--- src/hw/rtl/etf_pkg.sv ---
// shared types, constants and crc helper for the ethernet transmit framer
// no dependencies; used by every module of the framer
package etf_pkg;

    localparam int unsigned COUNT_W = 11;
    localparam logic [COUNT_W-1:0] MAX_FRAME_BYTES = 11'd1514;
    localparam logic [COUNT_W-1:0] MIN_FRAME_BYTES = 11'd14;
    localparam logic [COUNT_W-1:0] PAD_TO_BYTES    = 11'd60;

    localparam int unsigned PAD_W = 6;

    localparam logic [31:0] FCS_POLY_REFL = 32'hEDB8_8320;
    localparam logic [31:0] CRC_INIT = 32'hFFFF_FFFF;
    localparam logic [7:0]  PREAMBLE_BYTE = 8'h55;
    localparam logic [7:0]  SFD_BYTE      = 8'hD5;

    localparam int unsigned QUEUE_AW = 2;
    localparam int unsigned QUEUE_DEPTH = 1 << QUEUE_AW;

    // what the back end does with one queued transaction
    localparam logic [1:0] OP_DATA       = 2'd0;
    localparam logic [1:0] OP_ABORT      = 2'd1;
    localparam logic [1:0] OP_DATA_ABORT = 2'd2;
    localparam logic [1:0] OP_DATA_END   = 2'd3;

    typedef struct packed {
        logic [7:0] data_byte;
        logic       last_byte;
    } t_in_item;

    typedef struct packed {
        logic [7:0] tx_byte;
        logic       frame_end;
        logic       abort_frame;
    } t_out_item;

    typedef struct packed {
        logic             sof;
        logic [1:0]       op;
        logic [7:0]       data;
        logic [PAD_W-1:0] pad_len;
    } t_cmd;

    function automatic logic [31:0] crc_byte(input logic [31:0] crc, input logic [7:0] b);
        logic [31:0] c;
        c = crc ^ {24'd0, b};
        for (int k = 0; k < 8; k++) begin
            c = c[0] ? ((c >> 1) ^ FCS_POLY_REFL) : (c >> 1);
        end
        return c;
    endfunction

endpackage

--- src/hw/rtl/ethernet_tx_framer_fcs_core.sv ---
// top level of the ethernet transmit framer with crc-32 fcs
// depends on etf_pkg, etf_front, etf_queue and etf_back
//
//   channel | direction | handshake             | payload
//   input   | in        | i_in_valid/o_in_stall | i_in  (data_byte, last_byte)
//   output  | out       | o_out_valid/i_out_stall | o_out (tx_byte, frame_end, abort_frame)
//
// frame data bytes leave at one per cycle in steady state when the output is not stalled;
// preamble and sfd bytes precede the first byte of a frame, (60 - length) pad bytes follow
// the last if short, then four fcs; an abort is one item; the back-end sequencer sets this
// a four-entry command queue lets the front accept bytes while the back end pads or sends fcs
// reset is synchronous and clears the counters, queue and sequencer; no clearing pass
// output stall holds the output register; the input stalls only when the queue is full
module ethernet_tx_framer_fcs_core (
    input  logic               i_clk,
    input  logic               i_rst_n,
    input  logic               i_in_valid,
    output logic               o_in_stall,
    input  etf_pkg::t_in_item  i_in,
    output logic               o_out_valid,
    input  logic               i_out_stall,
    output etf_pkg::t_out_item o_out
);

    etf_pkg::t_cmd push_cmd, head_cmd;
    logic          push, pop, q_full, q_empty;

    etf_front u_front (
        .i_clk   (i_clk),
        .i_rst_n (i_rst_n),
        .i_valid (i_in_valid),
        .o_stall (o_in_stall),
        .i_item  (i_in),
        .i_full  (q_full),
        .o_push  (push),
        .o_cmd   (push_cmd)
    );

    etf_queue u_queue (
        .i_clk   (i_clk),
        .i_rst_n (i_rst_n),
        .i_push  (push),
        .i_cmd   (push_cmd),
        .i_pop   (pop),
        .o_cmd   (head_cmd),
        .o_full  (q_full),
        .o_empty (q_empty)
    );

    etf_back u_back (
        .i_clk   (i_clk),
        .i_rst_n (i_rst_n),
        .i_empty (q_empty),
        .i_cmd   (head_cmd),
        .o_pop   (pop),
        .o_valid (o_out_valid),
        .i_stall (i_out_stall),
        .o_item  (o_out)
    );

endmodule

--- src/hw/rtl/etf_front.sv ---
// front end: accepts frame bytes, tracks length and drop state, classifies
// each byte it does not drop into a back-end command; depends on etf_pkg
module etf_front (
    input  logic              i_clk,
    input  logic              i_rst_n,
    input  logic              i_valid,
    output logic              o_stall,
    input  etf_pkg::t_in_item i_item,
    input  logic              i_full,
    output logic              o_push,
    output etf_pkg::t_cmd     o_cmd
);

    logic [etf_pkg::COUNT_W-1:0] r_count, n_count;
    logic                        r_dropping, n_dropping;
    logic [etf_pkg::COUNT_W-1:0] cnt1;
    logic [etf_pkg::COUNT_W-1:0] pad_full;
    logic                        accept;

    assign o_stall = i_full;
    assign accept  = i_valid && !i_full;
    assign cnt1    = r_count + 11'd1;
    assign pad_full = etf_pkg::PAD_TO_BYTES - cnt1;

    always_comb begin
        n_count    = r_count;
        n_dropping = r_dropping;
        o_push     = 1'b0;
        o_cmd.sof     = (r_count == '0);
        o_cmd.op      = etf_pkg::OP_DATA;
        o_cmd.data    = i_item.data_byte;
        o_cmd.pad_len = '0;
        if (accept) begin
            if (r_dropping) begin
                if (i_item.last_byte) begin
                    n_dropping = 1'b0;
                    n_count    = '0;
                end
            end else begin
                o_push = 1'b1;
                if (r_count >= etf_pkg::MAX_FRAME_BYTES) begin
                    // over-long: abort now, swallow the rest of the frame
                    o_cmd.op   = etf_pkg::OP_ABORT;
                    n_count    = '0;
                    n_dropping = !i_item.last_byte;
                end else if (!i_item.last_byte) begin
                    n_count = cnt1;
                end else if (cnt1 < etf_pkg::MIN_FRAME_BYTES) begin
                    o_cmd.op = etf_pkg::OP_DATA_ABORT;
                    n_count  = '0;
                end else begin
                    o_cmd.op = etf_pkg::OP_DATA_END;
                    if (cnt1 < etf_pkg::PAD_TO_BYTES) begin
                        o_cmd.pad_len = pad_full[etf_pkg::PAD_W-1:0];
                    end
                    n_count = '0;
                end
            end
        end
    end

    always_ff @(posedge i_clk) begin
        if (!i_rst_n) begin
            r_count    <= '0;
            r_dropping <= 1'b0;
        end else begin
            r_count    <= n_count;
            r_dropping <= n_dropping;
        end
    end

`ifndef SYNTHESIS
    a_count_bound: assert property (@(posedge i_clk) disable iff (!i_rst_n)
        r_count <= etf_pkg::MAX_FRAME_BYTES)
        else $error("frame byte count beyond maximum");
    a_drop_count: assert property (@(posedge i_clk) disable iff (!i_rst_n)
        r_dropping |-> (r_count == '0))
        else $error("count not cleared while dropping");
    a_push_room: assert property (@(posedge i_clk) disable iff (!i_rst_n)
        o_push |-> !i_full)
        else $error("push into full queue");
`endif

endmodule

--- src/hw/rtl/etf_queue.sv ---
// short command queue between front and back end
// depends on etf_pkg for the command type and depth
module etf_queue (
    input  logic          i_clk,
    input  logic          i_rst_n,
    input  logic          i_push,
    input  etf_pkg::t_cmd i_cmd,
    input  logic          i_pop,
    output etf_pkg::t_cmd o_cmd,
    output logic          o_full,
    output logic          o_empty
);

    etf_pkg::t_cmd                r_mem [etf_pkg::QUEUE_DEPTH];
    logic [etf_pkg::QUEUE_AW-1:0] r_wr, r_rd;
    logic [etf_pkg::QUEUE_AW:0]   r_fill;
    logic                         do_push, do_pop;

    assign o_full  = r_fill[etf_pkg::QUEUE_AW];
    assign o_empty = (r_fill == '0);
    assign do_push = i_push && !o_full;
    assign do_pop  = i_pop && !o_empty;
    assign o_cmd   = r_mem[r_rd];

    always_ff @(posedge i_clk) begin
        if (do_push) begin
            r_mem[r_wr] <= i_cmd;
        end
    end

    always_ff @(posedge i_clk) begin
        if (!i_rst_n) begin
            r_wr   <= '0;
            r_rd   <= '0;
            r_fill <= '0;
        end else begin
            if (do_push) begin
                r_wr <= r_wr + 1'b1;
            end
            if (do_pop) begin
                r_rd <= r_rd + 1'b1;
            end
            if (do_push && !do_pop) begin
                r_fill <= r_fill + 1'b1;
            end else if (do_pop && !do_push) begin
                r_fill <= r_fill - 1'b1;
            end
        end
    end

endmodule

--- src/hw/rtl/etf_back.sv ---
// back end: runs queued commands, sends preamble, data, pad and fcs bytes and aborts,
// keeps the running crc and the output register; depends on etf_pkg
module etf_back (
    input  logic               i_clk,
    input  logic               i_rst_n,
    input  logic               i_empty,
    input  etf_pkg::t_cmd      i_cmd,
    output logic               o_pop,
    output logic               o_valid,
    input  logic               i_stall,
    output etf_pkg::t_out_item o_item
);

    localparam logic [2:0] S_IDLE = 3'd0;
    localparam logic [2:0] S_PRE  = 3'd1;
    localparam logic [2:0] S_SFD  = 3'd2;
    localparam logic [2:0] S_DATA = 3'd3;
    localparam logic [2:0] S_PAD  = 3'd4;
    localparam logic [2:0] S_FCS  = 3'd5;
    localparam logic [2:0] S_ABT  = 3'd6;

    localparam logic [2:0] PRE_LAST = 3'd6;
    localparam logic [2:0] FCS_LAST = 3'd3;

    logic [2:0]                r_state, adv_state, first_state;
    etf_pkg::t_cmd             r_cmd;
    logic [2:0]                r_idx, n_idx;
    logic [etf_pkg::PAD_W-1:0] r_pad, n_pad;
    logic [31:0]               r_crc, n_crc;
    logic [31:0]               fcs;
    logic                      r_out_valid;
    etf_pkg::t_out_item        r_out, e_item;
    logic                      can_emit, emit, done, load;

    assign can_emit = !r_out_valid || !i_stall;
    assign emit     = (r_state != S_IDLE) && can_emit;
    assign fcs      = ~r_crc;
    assign load     = ((r_state == S_IDLE) || (emit && done)) && !i_empty;
    assign o_pop    = load;
    assign o_valid  = r_out_valid;
    assign o_item   = r_out;

    always_comb begin
        if (i_cmd.sof) begin
            first_state = S_PRE;
        end else if (i_cmd.op == etf_pkg::OP_ABORT) begin
            first_state = S_ABT;
        end else begin
            first_state = S_DATA;
        end
    end

    always_comb begin
        e_item    = '0;
        done      = 1'b0;
        adv_state = r_state;
        n_idx     = r_idx;
        n_pad     = r_pad;
        n_crc     = r_crc;
        unique case (r_state)
            S_IDLE: begin
                adv_state = S_IDLE;
            end
            S_PRE: begin
                e_item.tx_byte = etf_pkg::PREAMBLE_BYTE;
                if (r_idx == PRE_LAST) begin
                    adv_state = S_SFD;
                    n_idx     = '0;
                end else begin
                    n_idx = r_idx + 3'd1;
                end
            end
            S_SFD: begin
                e_item.tx_byte = etf_pkg::SFD_BYTE;
                adv_state = (r_cmd.op == etf_pkg::OP_ABORT) ? S_ABT : S_DATA;
            end
            S_DATA: begin
                e_item.tx_byte = r_cmd.data;
                n_crc = etf_pkg::crc_byte(r_crc, r_cmd.data);
                unique case (r_cmd.op)
                    etf_pkg::OP_DATA:       done = 1'b1;
                    etf_pkg::OP_ABORT:      done = 1'b1;
                    etf_pkg::OP_DATA_ABORT: adv_state = S_ABT;
                    etf_pkg::OP_DATA_END:   adv_state = (r_pad != '0) ? S_PAD : S_FCS;
                    default:                done = 1'b1;
                endcase
            end
            S_PAD: begin
                e_item.tx_byte = 8'd0;
                n_crc = etf_pkg::crc_byte(r_crc, 8'd0);
                n_pad = r_pad - 1'b1;
                if (r_pad == 6'd1) begin
                    adv_state = S_FCS;
                end
            end
            S_FCS: begin
                // fcs goes out least significant byte first
                e_item.tx_byte = fcs[{r_idx[1:0], 3'b000} +: 8];
                if (r_idx == FCS_LAST) begin
                    e_item.frame_end = 1'b1;
                    done = 1'b1;
                end else begin
                    n_idx = r_idx + 3'd1;
                end
            end
            S_ABT: begin
                e_item.frame_end   = 1'b1;
                e_item.abort_frame = 1'b1;
                done = 1'b1;
            end
            default: begin
                adv_state = S_IDLE;
            end
        endcase
    end

    always_ff @(posedge i_clk) begin
        if (!i_rst_n) begin
            r_state <= S_IDLE;
            r_idx   <= '0;
            r_pad   <= '0;
            r_crc   <= etf_pkg::CRC_INIT;
        end else if (load) begin
            r_state <= first_state;
            r_idx   <= '0;
            r_pad   <= i_cmd.pad_len;
            if (i_cmd.sof) begin
                r_crc <= etf_pkg::CRC_INIT;
            end else if (emit) begin
                r_crc <= n_crc;
            end
        end else if (emit) begin
            r_state <= done ? S_IDLE : adv_state;
            r_idx   <= n_idx;
            r_pad   <= n_pad;
            r_crc   <= n_crc;
        end
    end

    always_ff @(posedge i_clk) begin
        if (load) begin
            r_cmd <= i_cmd;
        end
    end

    always_ff @(posedge i_clk) begin
        if (!i_rst_n) begin
            r_out_valid <= 1'b0;
        end else if (can_emit) begin
            r_out_valid <= emit;
        end
    end

    always_ff @(posedge i_clk) begin
        if (emit) begin
            r_out <= e_item;
        end
    end

`ifndef SYNTHESIS
    a_pop_nonempty: assert property (@(posedge i_clk) disable iff (!i_rst_n)
        o_pop |-> !i_empty)
        else $error("pop from empty queue");
    a_pad_nonzero: assert property (@(posedge i_clk) disable iff (!i_rst_n)
        (r_state == S_PAD) |-> (r_pad != '0))
        else $error("pad state with no pad left");
    a_fcs_index: assert property (@(posedge i_clk) disable iff (!i_rst_n)
        (r_state == S_FCS) |-> (r_idx <= FCS_LAST))
        else $error("fcs byte index out of range");
    a_abort_shape: assert property (@(posedge i_clk) disable iff (!i_rst_n)
        (r_out_valid && r_out.abort_frame) |-> (r_out.frame_end && (r_out.tx_byte == 8'd0)))
        else $error("malformed abort transaction");
`endif

endmodule
--- config.mk ---
export PLATFORM = sky130hd
export DESIGN_NAME = ethernet_tx_framer_fcs_core
export DESIGN_NICKNAME = d
export VERILOG_FILES = /design/src/hw/rtl/etf_pkg.sv /design/src/hw/rtl/ethernet_tx_framer_fcs_core.sv /design/src/hw/rtl/etf_front.sv /design/src/hw/rtl/etf_queue.sv /design/src/hw/rtl/etf_back.sv
export SDC_FILE = /design/constraint.sdc
export NUM_CORES = 1
export LEC_CHECK = 0
export BUFFER_PORTS_ARGS = -buffer_cell sky130_fd_sc_hd__buf_2
export CAP_MARGIN = 10
export CORE_AREA = 5 5 138 140
export DETAILED_ROUTE_END_ITERATION = 10
export DIE_AREA = 0 0 143 145
export PLACE_DENSITY = 0.71
export SYNTH_ARGS = -nofsm -noshare
export SYNTH_HDL_FRONTEND = slang
export SYNTH_SLANG_ARGS = --single-unit
--- constraint.sdc ---
create_clock -name i_clk -period 2.7 [get_ports i_clk]
set_input_delay 0.135 -clock i_clk [delete_from_list [all_inputs] [get_ports i_clk]]
set_output_delay 0.135 -clock i_clk [all_outputs]
set_load 0.03 [all_outputs]
Yosys cells after proc, flatten, opt, wreduce, memory -nomap -nowiden. Memories as Yosys holds them, arrays and structs flattened. A register that Yosys moved wholly into a read port is not among the register bits. Index checks and enable logic that the tools add are counted.

$add $sub $neg: 8. Divide/modulo/power cells: 0. Reduce and logical (&&, ||, !) cells: 34. Eq/ne operators: 19. Bitwise logic cells: 19. Order comparisons: 3. Muxes and demuxes: 69. Multiply operators: 0. Shifts and indexed selects: 1.

Operators with widths (count): 32-bit two-way mux (19); 13-bit inverter with 14-bit output (16); 32-bit case mux with 2 select lines (1); 6-bit two-way mux (9); 11-bit two-way mux (4); 3-bit two-way mux (12); 32-bit inverter (1); 8-bit case mux with 4 select lines (1); 32-bit by 6-bit indexed part select with 8-bit output (1); 32-bit by 8-bit XOR with 32-bit output (1); 3-bit case mux with 5 select lines (1); 3-bit == test, second input constant (4); 1-bit two-way mux (12); 2-bit two-way mux (6); 3-bit case mux with 2 select lines (2); 11-bit by 1-bit adder with 11-bit output, second input constant (1); 11-bit greater-or-equal comparator, second input constant (1); 11-bit logical NOT (1); 11-bit by 4-bit less-than comparator with 1-bit output, second input constant (1); 11-bit by 6-bit less-than comparator with 1-bit output, second input constant (1); 3-bit by 2-bit == test with 1-bit output, second input constant (3); 1-bit logical AND (8); 4-bit by 2-bit inequality test with 1-bit output, second input constant (2); 2-bit nonzero test (4); other kinds (25) (41).

Memories: 1. Output and inout bits: 12. Latch bits: 0. Register bits after elaboration: 84. Memory bits (writable): 68. Bits in read-only memories: 0. Word-level logic and storage cells: 169.

Memories: u_queue.r_mem (depth 4, width 17, read ports 1, clocked after Yosys merged registers in 1, wr ports 1, line etf_queue.sv:14) `etf_pkg::t_cmd r_mem [etf_pkg::QUEUE_DEPTH];`.

Longest topological paths before layout.
Word-level depth: 21. Gate-level depth with buffers: 14. Mapped depth without buffers: 12.

Hierarchy. From an unflattened synthesis, not the netlist that was laid out.

Cell total of the unflattened synthesis: 787. Area total of the unflattened synthesis: 8938.6 µm².

By module, submodules not included: etf_back (times used 1, seq. area each 1501.4 µm², area each 4752.1 µm², cells each 500); etf_queue (times used 1, seq. area each 2222.1 µm², area each 2971.6 µm², cells each 133); etf_front (times used 1, seq. area each 240.2 µm², area each 1214.9 µm², cells each 154).

Worst setup path after synthesis. Ideal clock, no wire load.

Kind: register -> register. Start point: register u_back.r_idx[0]. End point: register u_queue.r_fill[2] in the netlist's numbering. Stages on the path, launching flop included: 15. Buffers on the path: 2. Setup slack: -0.113 ns. Library setup time: 0.071 ns. Data arrival time: 2.743 ns. Period minus slack after synthesis: 2.813 ns. Cell sequence: dfxtp_1 -> ha_1 -> ha_1 -> nand4b_1 -> o311ai_1 -> and2_1 -> buf_2 -> inv_2 -> buf_2 -> ha_1 -> inv_1 -> fa_1 -> xor2_1 -> or3_1 -> a21oi_1.

Cells in the longest elaborated chain, start to end: 10.

Ends and longest elaborated chain: start, declared (line etf_back.sv:27) `logic [2:0] r_idx, n_idx;`; start signal, assigned (line etf_back.sv:134) `r_idx <= n_idx;`; 3-bit by 2-bit == test with 1-bit output (*) (line etf_back.sv:99) `if (r_idx == FCS_LAST) begin`; 1-bit two-way mux (*) (line etf_back.sv:99); 1-bit case mux with 3 select lines (*) (line etf_back.sv:60) `unique case (r_state)`; 1-bit logical AND (*) (line etf_back.sv:38) `assign load = ((r_state == S_IDLE) || (emit && done)) && !i_empty;`; 1-bit logical OR (*) (line etf_back.sv:38); 1-bit logical AND (*) (line etf_back.sv:38); 1-bit logical AND (*) (line etf_queue.sv:22) `assign do_pop = i_pop && !o_empty;`; 1-bit logical NOT (line etf_queue.sv:43) `if (do_push && !do_pop) begin`; 1-bit logical AND (line etf_queue.sv:43); 3-bit two-way mux / 2-bit nonzero test (equally long branches); end signal, assigned (line etf_queue.sv:44) `r_fill <= r_fill + 1'b1;`; end signal, assigned (line etf_queue.sv:46) `r_fill <= r_fill - 1'b1;`; end, declared (line etf_queue.sv:16) `logic [etf_pkg::QUEUE_AW:0] r_fill;`.

Mark *: on every way between the ends. The rest lies on a longest branch, timed or not. A chain may end at the register's enable or synchronous reset.

Worst setup path in the final report. Ends and elaborated chain as after synthesis.

==> reports/metrics.cfg <==
[worst_setup_path]
worstPathCellList=ha_1 > ha_1 > nand4b_1 > o311ai_1 > and2_1 > inv_2 > ha_1 > inv_1 > fa_1 > xor2_1 > or3_1 > a21oi_2
cp_slowest_cell=fa_1
cp.arrival_ns=2.92
crit_path_frequent_cell=ha_1
setup.worst_path.start_class=flip-flop
cp-end-kind=flip-flop
cp_max_fo=4
max_stage_delay_ns=0.37
crit_type=flip-flop to flip-flop
crit_buf_inv=2
critPathTopFamily=adder cells
required_ns=3.05

[place]
dpl_cell_area_mm2=0.00912
dp_slack_ns=0.148
place_hpwl_mm=14.2
place.gp.congestion=0.887
portBuffers=24

[routing]
initialDrtViolationCount=514
drtPass1Iterations=5
antenna_left=0
vias=6091
avgViaCountPerCell=6.00
wirelength_mm=20.8
post_drt_wl_per_cell_um=20.4
drc=0

[logic_synthesis]
synth_edf_count=88
synth_most_common_cell=edfxtp_1
ys.warnings.count=0
synth_top_area_frac=0.305
yosysTopAreaCell=edfxtp_1
syn_avg_cell_area_um2=11.8
async_flop_share=0
ys_seq_area_frac=0.457
ys_seq_elements=154
synthesis.area_mm2=0.00867
ys_top_cells_by_count=edfxtp_1 (88), xnor2_1 (85), dfxtp_1 (66)
ys.flop_type=edfxtp_1
synth_nets=762
synth_area_leaders=edfxtp_1 (30%), dfxtp_1 (15%), xnor2_1 (8.6%), mux4_2 (6.5%), xor2_1 (3.3%)
yosysUniqueCellTypes=82
syn_inst=735

[grt]
grt_pass1_vias=6127
grt_pass1_wl_mm=33.7
grt.total_usage=0.205
antenna_found_initial=0
grt_max_degree=33
overflow=0

[sta]
grt_setup_unrepaired=no
finalClockSkew_ns=0.0148
fin_crit_sh=0.951
hold_slack_ns=0.0187
setup_violations=0
period_minus_slack_ns=2.57
worstMarginPinSlew_ns=0.817
fmax_mhz=389
maxSlewViolCount=0
final_hold_viol_count=0
setup_tns_ns=0
slew_headroom=0.450
setup_ws_ns=0.131

[final_layout]
final_util=0.551
antenna_cells=0
final_nets=801
drive_gt1_frac=0.193
fillers=1451
fin_area_mm2=0.00977
syn2layout_area_growth_pct=12.6

[power_and_ir_drop]
p_leak_nw=3.54
vdd_ir_drop_max_mv=0.842
power_density_mw_per_mm2=1370

[floorplanning]
die_h_um=145
core_mm2=0.0177
io_pins=25
dieWidth_um=143
core.rowCount=49
start_util=0.489
die_area_mm2=0.0207

[clock_network]
numClockSinks=154
root_buffer=clkbuf_16
h-tree-depth=4
cts_tree=built
clk_pin_slew_worst_paths_ns=0.07
post-cts-setup-buffers=0
cts_buffers=17
worst_skew_pair.late_latency_ns=0.43
clock_tree.buffer_depth=2

[run_status]
status=finished clean

[min_path]
worstHoldPathType=primary input to flip-flop

[flow_run]
max_cap_viol_count=0

through the flow:
stage | power [mW] | std cells
after floorplan | 9.52 | 735
after global placement | 10.9 | 976
after detailed placement | 11.0 | 976
after CTS | 13.4 | 1016
after global routing | 14.1 | 1016
final | 13.4 | 1016
state kept, by name, indices dropped and copies added, names as in the netlist, named ones only:
register and cells:
u_back.r_cmd 10, u_queue.r_fill 3, u_queue.r_wr 2, u_back.r_pad 6
u_back.r_idx 3, u_queue.r_rd 2, u_front.r_dropping 1, u_back.o_valid 1
u_back.o_item 10, u_back.r_crc 32, u_front.r_count 11, u_queue.r_mem 68
u_back.r_state 3
cells in the final DEF (no fill, tap or decap), types with 24 or more instances in the layout:
cell type / Yosys / routed
xnor2_1: 85 / 85
mux4_2: 25 / 25
a21oi_1: 25 / 24
buf_4: 5 / 38
xor2_1: 33 / 33
dfxtp_1: 66 / 66
buf_2: 15 / 24
nor2_1: 31 / 31
edfxtp_1: 88 / 88
nand2_1: 40 / 40
report_power, final:
group	switching [mW]	leakage (nW)	internal [mW]	total (mW)
Sequential	0.577	1.38	3.05	3.63
Combinational	3.86	1.89	3.64	7.50
Clock	1.07	0.276	1.22	2.29
final timing paths:
kind | start | end | slack, ns | depth (start not counted)
worst max-delay path | u_back.r_idx[0] | u_queue.r_fill[2] | 0.13 | 12
worst min-delay path | i_rst_n | u_back.r_state[2] | 0.02 | 2
worst max register to register | u_back.r_idx[0] | u_queue.r_fill[2] | 0.13 | 12
worst min register to register | u_queue.r_wr[0] | u_queue.r_wr[0] | 0.50 | 2
per-layer routing:
layer,up-vias,share of wire,wire (um),global-route usage
li1,2813,-,-,-
met1,3031,0.42,8690,0.274
met2,211,0.51,10500,0.339
met3,36,0.053,1100,0.0362
met4,0,0.020,421,0.0670
met5,-,0,0,0
worst reg2reg max path, delay by kind of cell (launching register included):
kind | cells | cell delay, ns
adders and majority gates | 4 | 0.96
and+or+nand+nor | 3 | 0.65
DFF | 1 | 0.32
AOI/OAI and AO/OA | 2 | 0.29
xor gates and xnor gates | 1 | 0.16
buffers and inverters | 2 | 0.12
cell families (layout without fill, tap and decap cells):
| family | count (synthesis) | in the layout | synth area share |
|---|---|---|---|
| multiplexers | 30 | 30 | 0.0707 |
| XOR/XNOR | 142 | 142 | 0.182 |
| AND/OR/NAND/NOR | 169 | 169 | 0.102 |
| adder cells (fa/ha/maj) | 14 | 14 | 0.0211 |
| flip-flops | 154 | 154 | 0.457 |
| AO/OA/AOI/OAI | 154 | 154 | 0.129 |
| buffers and inverters | 72 | 124 | 0.0381 |
final cells by class:
type                       instances  area [um2]  area share
clock buffer                      18         429      0.0439
clock inverter                    14         131      0.0135
inverter                          22        82.6     0.00846
multi-input combinational        509        4390       0.449
sequential                       154        3960       0.406
tap                              229         287      0.0293
timing repair buffer              70         485      0.0497
what timing repair did:
action | in CTS | in global routing
endpoints found under the hold margin | 32 | 0
hold buffers | 8 | 0
setup endpoints to repair | 0 | 6
resized for setup | 0 | 2
Power figures use the tool's default switching activity.
